$ cat src/hw/rtl/mlr_pkg.sv
// ----------------------------------------------------------------------------
// mlr_pkg
// Shared constants, codes and the line plan type of the midpoint line
// rasterizer.
// ----------------------------------------------------------------------------
package mlr_pkg;

  // Coordinate width used inside the block and the fixed width on the ports
  localparam int unsigned COORD_BITS = 6;
  localparam int unsigned PIX_W      = 6;
  // Scaled decision term and pixel counter widths
  localparam int unsigned DD_W       = COORD_BITS + 4;
  localparam int unsigned CNT_W      = COORD_BITS + 1;

  // Request opcodes
  typedef enum logic {
    OpMove = 1'b0,
    OpLine = 1'b1
  } op_e;

  // Test on the decision term that selects a minor-axis step
  typedef enum logic [1:0] {
    CondNone = 2'd0,
    CondGe   = 2'd1,
    CondGt   = 2'd2,
    CondLt   = 2'd3
  } cond_e;

  // Everything the walker needs to trace one line
  typedef struct packed {
    logic [COORD_BITS-1:0]  x;
    logic [COORD_BITS-1:0]  y;
    logic signed [DD_W-1:0] dd;
    logic signed [DD_W-1:0] inc_take;
    logic signed [DD_W-1:0] inc_keep;
    cond_e                  cond;
    logic                   major_y;
    logic                   major_neg;
    logic                   minor_neg;
    logic [CNT_W-1:0]       count;
  } plan_t;

endpackage

$ cat src/hw/rtl/mlr_cmd_if.sv
// ----------------------------------------------------------------------------
// mlr_cmd_if / mlr_pix_if
// Valid/ready channels for move/line requests and for plotted pixels.
// ----------------------------------------------------------------------------
interface mlr_cmd_if;
  logic                              valid;
  logic                              ready;
  logic                              op;
  logic [mlr_pkg::PIX_W-1:0]         pt_x;
  logic [mlr_pkg::PIX_W-1:0]         pt_y;

  modport source (output valid, output op, output pt_x, output pt_y, input ready);
  modport sink   (input valid, input op, input pt_x, input pt_y, output ready);
endinterface

interface mlr_pix_if;
  logic                              valid;
  logic                              ready;
  logic [mlr_pkg::PIX_W-1:0]         pix_x;
  logic [mlr_pkg::PIX_W-1:0]         pix_y;
  logic                              last;

  modport source (output valid, output pix_x, output pix_y, output last, input ready);
  modport sink   (input valid, input pix_x, input pix_y, input last, output ready);
endinterface

$ cat src/hw/rtl/mlr_plan.sv
// ----------------------------------------------------------------------------
// mlr_plan
// Classify a line into vertical, shallow or steep and derive the start
// point, step directions, decision term and increments for the walker.
// ----------------------------------------------------------------------------
module mlr_plan (
  input  logic [mlr_pkg::COORD_BITS-1:0] cur_x_i,
  input  logic [mlr_pkg::COORD_BITS-1:0] cur_y_i,
  input  logic [mlr_pkg::COORD_BITS-1:0] tgt_x_i,
  input  logic [mlr_pkg::COORD_BITS-1:0] tgt_y_i,
  output mlr_pkg::plan_t                 plan_o
);

  localparam int unsigned CW = mlr_pkg::COORD_BITS;
  localparam int unsigned DW = mlr_pkg::DD_W;

  logic signed [CW:0]   dx, dy, ndx, ndy;
  logic [CW:0]          adx_w, ady_w;
  logic [CW-1:0]        adx, ady;
  logic                 dx_neg, dy_neg, dx_zero, dy_zero, same, b_gt_a;
  logic signed [DW-1:0] a1, b1, a2, b2;

  // Signed spans and their magnitudes
  assign dx      = signed'({1'b0, tgt_x_i}) - signed'({1'b0, cur_x_i});
  assign dy      = signed'({1'b0, tgt_y_i}) - signed'({1'b0, cur_y_i});
  assign ndx     = -dx;
  assign ndy     = -dy;
  assign dx_neg  = dx[CW];
  assign dy_neg  = dy[CW];
  assign dx_zero = (dx == '0);
  assign dy_zero = (dy == '0);
  assign adx_w   = dx_neg ? ndx : dx;
  assign ady_w   = dy_neg ? ndy : dy;
  assign adx     = adx_w[CW-1:0];
  assign ady     = ady_w[CW-1:0];
  assign same    = (!dx_neg && !dx_zero) == (!dy_neg && !dy_zero);
  assign b_gt_a  = (ady > adx);

  assign a1 = signed'({{(DW-CW){1'b0}}, adx});
  assign b1 = signed'({{(DW-CW){1'b0}}, ady});
  assign a2 = a1 <<< 1;
  assign b2 = b1 <<< 1;

  // Pick class, start end and step rules
  always_comb begin
    plan_o           = '0;
    plan_o.x         = cur_x_i;
    plan_o.y         = cur_y_i;
    plan_o.inc_take  = a2 - b2;
    plan_o.cond      = mlr_pkg::CondNone;
    if (dx_zero) begin
      // vertical: both ends, upward from the lower one
      plan_o.y         = dy_neg ? tgt_y_i : cur_y_i;
      plan_o.major_y   = 1'b1;
      plan_o.count     = mlr_pkg::CNT_W'({1'b0, ady}) + mlr_pkg::CNT_W'(1);
    end else if (!dy_zero && b_gt_a) begin
      // steep: walk y, x always moves up; decision term kept in upward form
      plan_o.major_y   = 1'b1;
      plan_o.dd        = a2 - b1;
      plan_o.inc_keep  = a2;
      plan_o.count     = {1'b0, ady};
      if (same) begin
        plan_o.cond      = mlr_pkg::CondGe;
        plan_o.x         = dy_neg ? tgt_x_i : cur_x_i;
        plan_o.y         = dy_neg ? tgt_y_i : cur_y_i;
      end else begin
        plan_o.cond      = mlr_pkg::CondGt;
        plan_o.major_neg = 1'b1;
        plan_o.x         = dy_neg ? cur_x_i : tgt_x_i;
        plan_o.y         = dy_neg ? cur_y_i : tgt_y_i;
      end
    end else begin
      // shallow: walk x upward; the falling case steps y downward
      plan_o.dd        = a1 - b2;
      plan_o.inc_keep  = -b2;
      plan_o.cond      = mlr_pkg::CondLt;
      plan_o.minor_neg = !dy_zero && !same;
      plan_o.count     = {1'b0, adx};
      plan_o.x         = dx_neg ? tgt_x_i : cur_x_i;
      plan_o.y         = dx_neg ? tgt_y_i : cur_y_i;
    end
  end

endmodule

$ cat src/hw/rtl/mlr_walk.sv
// ----------------------------------------------------------------------------
// mlr_walk
// Iterative midpoint stepper: one shared adder updates the decision term
// and the current pixel moves one step along the major axis per advance.
// ----------------------------------------------------------------------------
module mlr_walk (
  input  logic                           clk_i,
  input  logic                           rst_ni,
  input  logic                           load_i,
  input  mlr_pkg::plan_t                 plan_i,
  input  logic                           adv_i,
  output logic [mlr_pkg::COORD_BITS-1:0] x_o,
  output logic [mlr_pkg::COORD_BITS-1:0] y_o,
  output logic                           last_o,
  output logic                           busy_o
);

  localparam int unsigned CW = mlr_pkg::COORD_BITS;
  localparam int unsigned DW = mlr_pkg::DD_W;

  logic [CW-1:0]              x_q, x_d, y_q, y_d;
  logic signed [DW-1:0]       dd_q, dd_d, inc_take_q, inc_keep_q;
  mlr_pkg::cond_e             cond_q;
  logic                       major_y_q, major_neg_q, minor_neg_q;
  logic [mlr_pkg::CNT_W-1:0]  cnt_q, cnt_d;
  logic                       take;
  logic [CW-1:0]              maj_step, min_step;

  // Evaluate the midpoint test
  always_comb begin
    case (cond_q)
      mlr_pkg::CondGe: take = !dd_q[DW-1];
      mlr_pkg::CondGt: take = !dd_q[DW-1] && (dd_q != '0);
      mlr_pkg::CondLt: take = dd_q[DW-1];
      default:         take = 1'b0;
    endcase
  end

  // Major and minor step sizes for advancing the pixel
  assign maj_step = major_neg_q ? {CW{1'b1}} : CW'(1);
  assign min_step = take ? (minor_neg_q ? {CW{1'b1}} : CW'(1)) : '0;

  always_comb begin
    dd_d  = dd_q + (take ? inc_take_q : inc_keep_q);
    cnt_d = cnt_q - mlr_pkg::CNT_W'(1);
    if (major_y_q) begin
      y_d = y_q + maj_step;
      x_d = x_q + min_step;
    end else begin
      x_d = x_q + maj_step;
      y_d = y_q + min_step;
    end
  end

  // Hold the remaining pixel count
  always_ff @(posedge clk_i or negedge rst_ni) begin
    if (!rst_ni) begin
      cnt_q <= '0;
    end else if (load_i) begin
      cnt_q <= plan_i.count;
    end else if (adv_i) begin
      cnt_q <= cnt_d;
    end
  end

  // Load the plan, then step on each advance
  always_ff @(posedge clk_i) begin
    if (load_i) begin
      x_q         <= plan_i.x;
      y_q         <= plan_i.y;
      dd_q        <= plan_i.dd;
      inc_take_q  <= plan_i.inc_take;
      inc_keep_q  <= plan_i.inc_keep;
      cond_q      <= plan_i.cond;
      major_y_q   <= plan_i.major_y;
      major_neg_q <= plan_i.major_neg;
      minor_neg_q <= plan_i.minor_neg;
    end else if (adv_i) begin
      x_q  <= x_d;
      y_q  <= y_d;
      dd_q <= dd_d;
    end
  end

  assign x_o    = x_q;
  assign y_o    = y_q;
  assign last_o = (cnt_q == mlr_pkg::CNT_W'(1));
  assign busy_o = (cnt_q != '0);

endmodule

$ cat src/hw/rtl/midpoint_line_rasterizer.sv
// ----------------------------------------------------------------------------
// midpoint_line_rasterizer
// Midpoint line rasterizer with a current-point register. Move requests set
// the current point; line requests emit one pixel per cycle, unless the output stalls, with a last mark.
// ----------------------------------------------------------------------------
// Pipeline: the first pixel of an accepted line request goes through the walker
//   registers and then into the output register, when the output register is free.
// Throughput: one pixel per cycle from the shared stepper unless the output stalls;
//   a line holds the request port until its last pixel leaves; a move does not.
// Reset: asynchronous, active low; current point returns to (0, 0), no
//   pixel pending.
module midpoint_line_rasterizer (
  input  logic            clk_i,
  input  logic            rst_ni,
  mlr_cmd_if.sink         cmd_i,
  mlr_pix_if.source       pix_o
);

  localparam int unsigned CW = mlr_pkg::COORD_BITS;
  localparam logic StIdle = 1'b0;
  localparam logic StRun  = 1'b1;

  logic                  state_q, state_d;
  logic [CW-1:0]         cur_x_q, cur_y_q;
  logic [CW-1:0]         tgt_x, tgt_y;
  logic                  accept, load, adv;
  mlr_pkg::plan_t        plan;
  logic [CW-1:0]         walk_x, walk_y;
  logic                  walk_last, walk_busy;
  logic                  ov_q;
  logic [CW-1:0]         ox_q, oy_q;
  logic                  olast_q;

  assign tgt_x  = cmd_i.pt_x[CW-1:0];
  assign tgt_y  = cmd_i.pt_y[CW-1:0];
  assign cmd_i.ready = (state_q == StIdle);
  assign accept = cmd_i.valid && cmd_i.ready;
  assign load   = accept && (mlr_pkg::op_e'(cmd_i.op) == mlr_pkg::OpLine);
  assign adv    = (state_q == StRun) && (!ov_q || pix_o.ready);

  mlr_plan u_plan (
    .cur_x_i (cur_x_q),
    .cur_y_i (cur_y_q),
    .tgt_x_i (tgt_x),
    .tgt_y_i (tgt_y),
    .plan_o  (plan)
  );

  mlr_walk u_walk (
    .clk_i  (clk_i),
    .rst_ni (rst_ni),
    .load_i (load),
    .plan_i (plan),
    .adv_i  (adv),
    .x_o    (walk_x),
    .y_o    (walk_y),
    .last_o (walk_last),
    .busy_o (walk_busy)
  );

  // Sequence: idle until a line request, run until the last pixel leaves
  always_comb begin
    state_d = state_q;
    unique case (state_q)
      StIdle: if (load) state_d = StRun;
      StRun:  if (adv && walk_last) state_d = StIdle;
      default: state_d = StIdle;
    endcase
  end

  // Hold state, current point and output valid
  always_ff @(posedge clk_i or negedge rst_ni) begin
    if (!rst_ni) begin
      state_q <= StIdle;
      cur_x_q <= '0;
      cur_y_q <= '0;
      ov_q    <= 1'b0;
    end else begin
      state_q <= state_d;
      if (accept) begin
        cur_x_q <= tgt_x;
        cur_y_q <= tgt_y;
      end
      if (adv) begin
        ov_q <= 1'b1;
      end else if (pix_o.ready) begin
        ov_q <= 1'b0;
      end
    end
  end

  // Capture the pixel into the output register
  always_ff @(posedge clk_i) begin
    if (adv) begin
      ox_q    <= walk_x;
      oy_q    <= walk_y;
      olast_q <= walk_last;
    end
  end

  assign pix_o.valid = ov_q;
  assign pix_o.pix_x = mlr_pkg::PIX_W'(ox_q);
  assign pix_o.pix_y = mlr_pkg::PIX_W'(oy_q);
  assign pix_o.last  = olast_q;

  // Running always has pixels left to emit
  a_run_busy: assert property (@(posedge clk_i) disable iff (!rst_ni)
    (state_q == StRun) |-> walk_busy)
    else $error("rasterizer running with no pixels left");

  // The last pixel returns the sequencer to idle
  a_last_idle: assert property (@(posedge clk_i) disable iff (!rst_ni)
    (adv && walk_last) |=> (state_q == StIdle))
    else $error("sequencer did not finish after last pixel");

  // A move request produces no pixel
  a_move_silent: assert property (@(posedge clk_i) disable iff (!rst_ni)
    (accept && !load && !ov_q) |=> !pix_o.valid)
    else $error("move request produced a pixel");

endmodule
$ cat src/flat_wrapper.sv
// flat-port wrapper written by rule: the top's interface ports become plain ports
module midpoint_line_rasterizer_flat 
  (clk_i, rst_ni, cmd_i_valid, cmd_i_op, cmd_i_pt_x, cmd_i_pt_y, cmd_i_ready, pix_o_valid, pix_o_pix_x, pix_o_pix_y, pix_o_last, pix_o_ready);
  mlr_cmd_if cmd_i_i ();
  mlr_pix_if pix_o_i ();
  input  logic clk_i;
  input  logic rst_ni;
  input wire logic [$bits(cmd_i_i.valid)-1:0] cmd_i_valid;
  input wire logic [$bits(cmd_i_i.op)-1:0] cmd_i_op;
  input wire logic [$bits(cmd_i_i.pt_x)-1:0] cmd_i_pt_x;
  input wire logic [$bits(cmd_i_i.pt_y)-1:0] cmd_i_pt_y;
  output wire logic [$bits(cmd_i_i.ready)-1:0] cmd_i_ready;
  output wire logic [$bits(pix_o_i.valid)-1:0] pix_o_valid;
  output wire logic [$bits(pix_o_i.pix_x)-1:0] pix_o_pix_x;
  output wire logic [$bits(pix_o_i.pix_y)-1:0] pix_o_pix_y;
  output wire logic [$bits(pix_o_i.last)-1:0] pix_o_last;
  input wire logic [$bits(pix_o_i.ready)-1:0] pix_o_ready;
  assign cmd_i_i.valid = cmd_i_valid;
  assign cmd_i_i.op = cmd_i_op;
  assign cmd_i_i.pt_x = cmd_i_pt_x;
  assign cmd_i_i.pt_y = cmd_i_pt_y;
  assign cmd_i_ready = cmd_i_i.ready;
  assign pix_o_valid = pix_o_i.valid;
  assign pix_o_pix_x = pix_o_i.pix_x;
  assign pix_o_pix_y = pix_o_i.pix_y;
  assign pix_o_last = pix_o_i.last;
  assign pix_o_i.ready = pix_o_ready;
  midpoint_line_rasterizer u_core (.clk_i(clk_i), .rst_ni(rst_ni), .cmd_i(cmd_i_i), .pix_o(pix_o_i));
endmodule
$ cat config.mk
export PLATFORM = sky130hd
export DESIGN_NAME = midpoint_line_rasterizer_flat
export DESIGN_NICKNAME = d
export VERILOG_FILES = /design/src/hw/rtl/mlr_pkg.sv /design/src/hw/rtl/mlr_cmd_if.sv /design/src/hw/rtl/mlr_plan.sv /design/src/hw/rtl/mlr_walk.sv /design/src/hw/rtl/midpoint_line_rasterizer.sv /design/src/flat_wrapper.sv
export SDC_FILE = /design/constraint.sdc
export NUM_CORES = 1
export LEC_CHECK = 0
export ABC_AREA = 0
export BUFFER_PORTS_ARGS = -buffer_cell sky130_fd_sc_hd__buf_2
export CAP_MARGIN = 20
export CORE_UTILIZATION = 60
export DETAILED_ROUTE_END_ITERATION = 8
export GPL_TIMING_DRIVEN = 1
export PLACE_DENSITY_LB_ADDON = 0.05
export SETUP_SLACK_MARGIN = 0.05
export SYNTH_ARGS = -nofsm -noshare
export SYNTH_HDL_FRONTEND = slang
export SYNTH_SLANG_ARGS = --single-unit
$ cat constraint.sdc
create_clock -name clk_i -period 4.9 [get_ports clk_i]
set_clock_uncertainty 0.05 [all_clocks]
set_input_delay 0.49 -clock clk_i [delete_from_list [all_inputs] [get_ports clk_i]]
set_output_delay 0.49 -clock clk_i [all_outputs]
set_load 0.005 [all_outputs]
==> impl_metrics.env <==
export IMPL_status="finished, final reports clean"
export IMPL_rsz0062_at_grt="false"
export IMPL_core_area_um2=9330
export IMPL_gp_congestion=1.03
export IMPL_syn_inst=590
export IMPL_grt_overflow=0
export IMPL_final_cell_area_um2=6440
export IMPL_wl_um=13000
export IMPL_finalMaxSlewViolations=0
export IMPL_start_util=0.624
export IMPL_root_buffer="clkbuf_8"
export IMPL_placementRows=35
export IMPL_place_hpwl_um=10100
export IMPL_hp_class="in -> async"
export IMPL_tritoncts="built"
export IMPL_synth_seq_area_share=0.379
export IMPL_numCtsBuffers=9
export IMPL_synthSimpleGateAreaFrac=0.132
export IMPL_antenna_cells=0
export IMPL_grt_usage=0.281
export IMPL_final_cells=771
export IMPL_clk_pin_slew_worst_paths_ns=0.10
export IMPL_io_buffers=31
export IMPL_htreeDepth=3
export IMPL_startpoint="u_core.cur_y_q[0]$_DFFE_PN0P_"
export IMPL_ys_warn_count=0
export IMPL_maxCapViolCount=0
export IMPL_cp_start_kind="register"
export IMPL_syn_avg_cell_area_um2=9.87
export IMPL_grt_pass1_vias=4229
export IMPL_viasPerCell=5.80
export IMPL_final_common_cell="ha_1"
export IMPL_timing_critical_path_buf_inv=1
export IMPL_areaGrowthSynthToFinish_pct=10.6
export IMPL_final_cell_mix="ha_1 (57), nor2_1 (56), edfxtp_1 (56), inv_1 (48), a21oi_1 (43)"
export IMPL_regArea_um2=2210
export IMPL_synth_xor_area_frac=0.0896
export IMPL_ys_ff_latch=77
export IMPL_end_kind="register"
export IMPL_grt_max_degree=32
export IMPL_drc_errors=0
export IMPL_crit_fanout=9
export IMPL_postRouteAntennaNets=0
export IMPL_antenna_found_initial=0
export IMPL_ioPinCount=32
export IMPL_fin_crit_ns=4.48
export IMPL_slowest_delay_ns=0.43
export IMPL_async_reset_ff_frac=0.273
export IMPL_syn_area_um2=5820
export IMPL_synth_cell_types=68
export IMPL_dieArea_um2=10100
export IMPL_die_w_um=100
export IMPL_rr_endpoint="u_core.u_walk.dd_q[8]$_DFFE_PP_"
export IMPL_worstSetupPathType="reg -> reg"
export IMPL_place_area_um2=6220
export IMPL_worstMarginPinSlew_ns=0.992
export IMPL_synth_compound_area_frac=0.164
export IMPL_clk_latency_ns=0.37
export IMPL_synth_edff_count=56
export IMPL_maxSlewHeadroom=0.333
export IMPL_fillers=739
export IMPL_cp_required_ns=5.09
export IMPL_reg2reg_slack_ns=0.42
export IMPL_synth_area_mux_share=0.0402
export IMPL_rr_startpoint="u_core.cur_y_q[0]$_DFFE_PN0P_"
export IMPL_wl_per_cell_um=16.9
export IMPL_die_h_um=100
export IMPL_ys_flop_type="edfxtp_1"
export IMPL_setup_viol=0
export IMPL_first_pass_iters=5
export IMPL_syn_nets=672
export IMPL_grt_pass1_wl_um=21400
export IMPL_nets=719
export IMPL_fmax_mhz=223
export IMPL_fin_util=0.690
export IMPL_hold_viol=0
export IMPL_multi_input_area_um2=3360
export IMPL_setup_tns_ns=0
export IMPL_crit_path_cell_trace="ha_1 -> fa_1 -> nand2b_1 -> a21oi_1 -> o22a_2 -> o21bai_1 -> xor2_2 -> ha_1 -> and2_1 -> o31ai_1 -> a211o_1 -> nor2_1 -> a311oi_1 -> buf_4 -> a21o_1"
export IMPL_path_delay_family="compound AO/OA/AOI/OAI gates"
export IMPL_vias=4470
export IMPL_finalCritPeriodShare=0.913
export IMPL_numClockSinks=77
export IMPL_clock_path_buffers=2
export IMPL_synth_top_family_by_area="compound AO/OA/AOI/OAI gates"
export IMPL_placed_cells=755
export IMPL_ff2ff_path_depth=15
export IMPL_arrival_ns=4.66
export IMPL_first_iter_violations=337
export IMPL_yosys_area_share_adder=0.150
export IMPL_layout_drive_gt1_share=0.156
export IMPL_cpMostUsedCell="ha_1"
export IMPL_slowest_stage="xor2_2"
## Yosys cell counts, drive strengths merged (2+ instances only)
master,instances,share of area
a211o,3,0.0045
a211oi,8,0.011
a21boi,2,0.0032
a21o,15,0.019
a21oi,44,0.038
a22oi,3,0.0039
a31oi,6,0.0064
and2,3,0.0032
and3,2,0.0021
buf,6,0.0056
clkbuf,10,0.0064
dfrtp,21,0.090
edfxtp,56,0.29
fa,8,0.028
ha,57,0.12
inv,50,0.032
mux2,11,0.021
mux2i,11,0.019
nand2,41,0.027
nand2b,11,0.012
nand3,6,0.0052
nand4,3,0.0032
nor2,57,0.037
nor2b,10,0.011
nor3,8,0.0086
nor3b,2,0.0026
nor4,6,0.010
o211ai,2,0.0026
o21ai,35,0.030
o21bai,5,0.0064
o22ai,3,0.0032
o311ai,2,0.0043
o31a,2,0.0030
o31ai,3,0.0039
o32a,2,0.0034
or3,2,0.0021
xnor2,36,0.055
xor2,21,0.034
## per-layer routing
layer	wire, µm	vias up	GRT usage
met4	286	0	0.0814
met1	6230	2103	0.412
met5	0	-	0
met3	665	32	0.0381
met2	5840	134	0.435
li1	-	2201	-
## final cells by class
class	instances	share of cell area
Multi-Input combinational cell	447	0.522
Tap cell	129	0.0251
Clock buffer	9	0.0192
Timing Repair Buffer	52	0.0486
Inverter	50	0.0291
Sequential cell	77	0.343
Clock inverter	7	0.0136
## cells by family after synthesis
family          count (synthesis)
compound gates                147
simple gates                  156
fa+ha+maj                      65
mux                            22
buf+inv                        66
xor+xnor                       57
flops                          77
## repair_timing
item                       4_1_cts  5_1_grt
buffers inserted                 0        0
gates resized for setup          0        1
hold endpoints to repair         0        0
setup endpoints to repair        0        4
hold buffers                     0        0
## flip-flops by register name, summed over array words and instances (netlist names), 2 cells and up
| name | count |
|---|---|
| u_core.pix_o.pix_x | 6 |
| u_core.u_walk.inc_take_q | 7 |
| u_core.cur_x_q | 6 |
| u_core.pix_o.pix_y | 6 |
| u_core.u_walk.cnt_q | 7 |
| u_core.u_walk.x_o | 6 |
| u_core.u_walk.dd_q | 10 |
| u_core.u_walk.inc_keep_q | 9 |
| u_core.cur_y_q | 6 |
| u_core.u_walk.cond_q | 2 |
| u_core.u_walk.y_o | 6 |
## per-stage QoR
step | hold slack (ns) | setup WS, ns
6_report | 0.0190 | 0.424
2_1_floorplan | 0.144 | 0.347
3_5_place_dp | 0.396 | 0.226
4_1_cts | 0.0304 | 0.425
3_3_place_gp | 0.389 | 0.303
5_1_grt | 0.0556 | 0.143
## how the worst max path moves through the flow
| stage | to | depth (start not counted) |
|---|---|---|
| after floorplan | u_core.u_walk.dd_q[3]$_DFFE_PP_ | 18 |
| after global routing | u_core.u_walk.dd_q[8]$_DFFE_PP_ | 17 |
| after global placement | u_core.u_walk.dd_q[7]$_DFFE_PP_ | 20 |
| after CTS | u_core.u_walk.dd_q[8]$_DFFE_PP_ | 17 |
| after detailed placement | u_core.u_walk.dd_q[8]$_DFFE_PP_ | 19 |
| final | u_core.u_walk.dd_q[8]$_DFFE_PP_ | 15 |
Power is left out: the tool's default activity adds up to more than one toggle a clock period on the data nets, which glitch-free logic cannot reach.
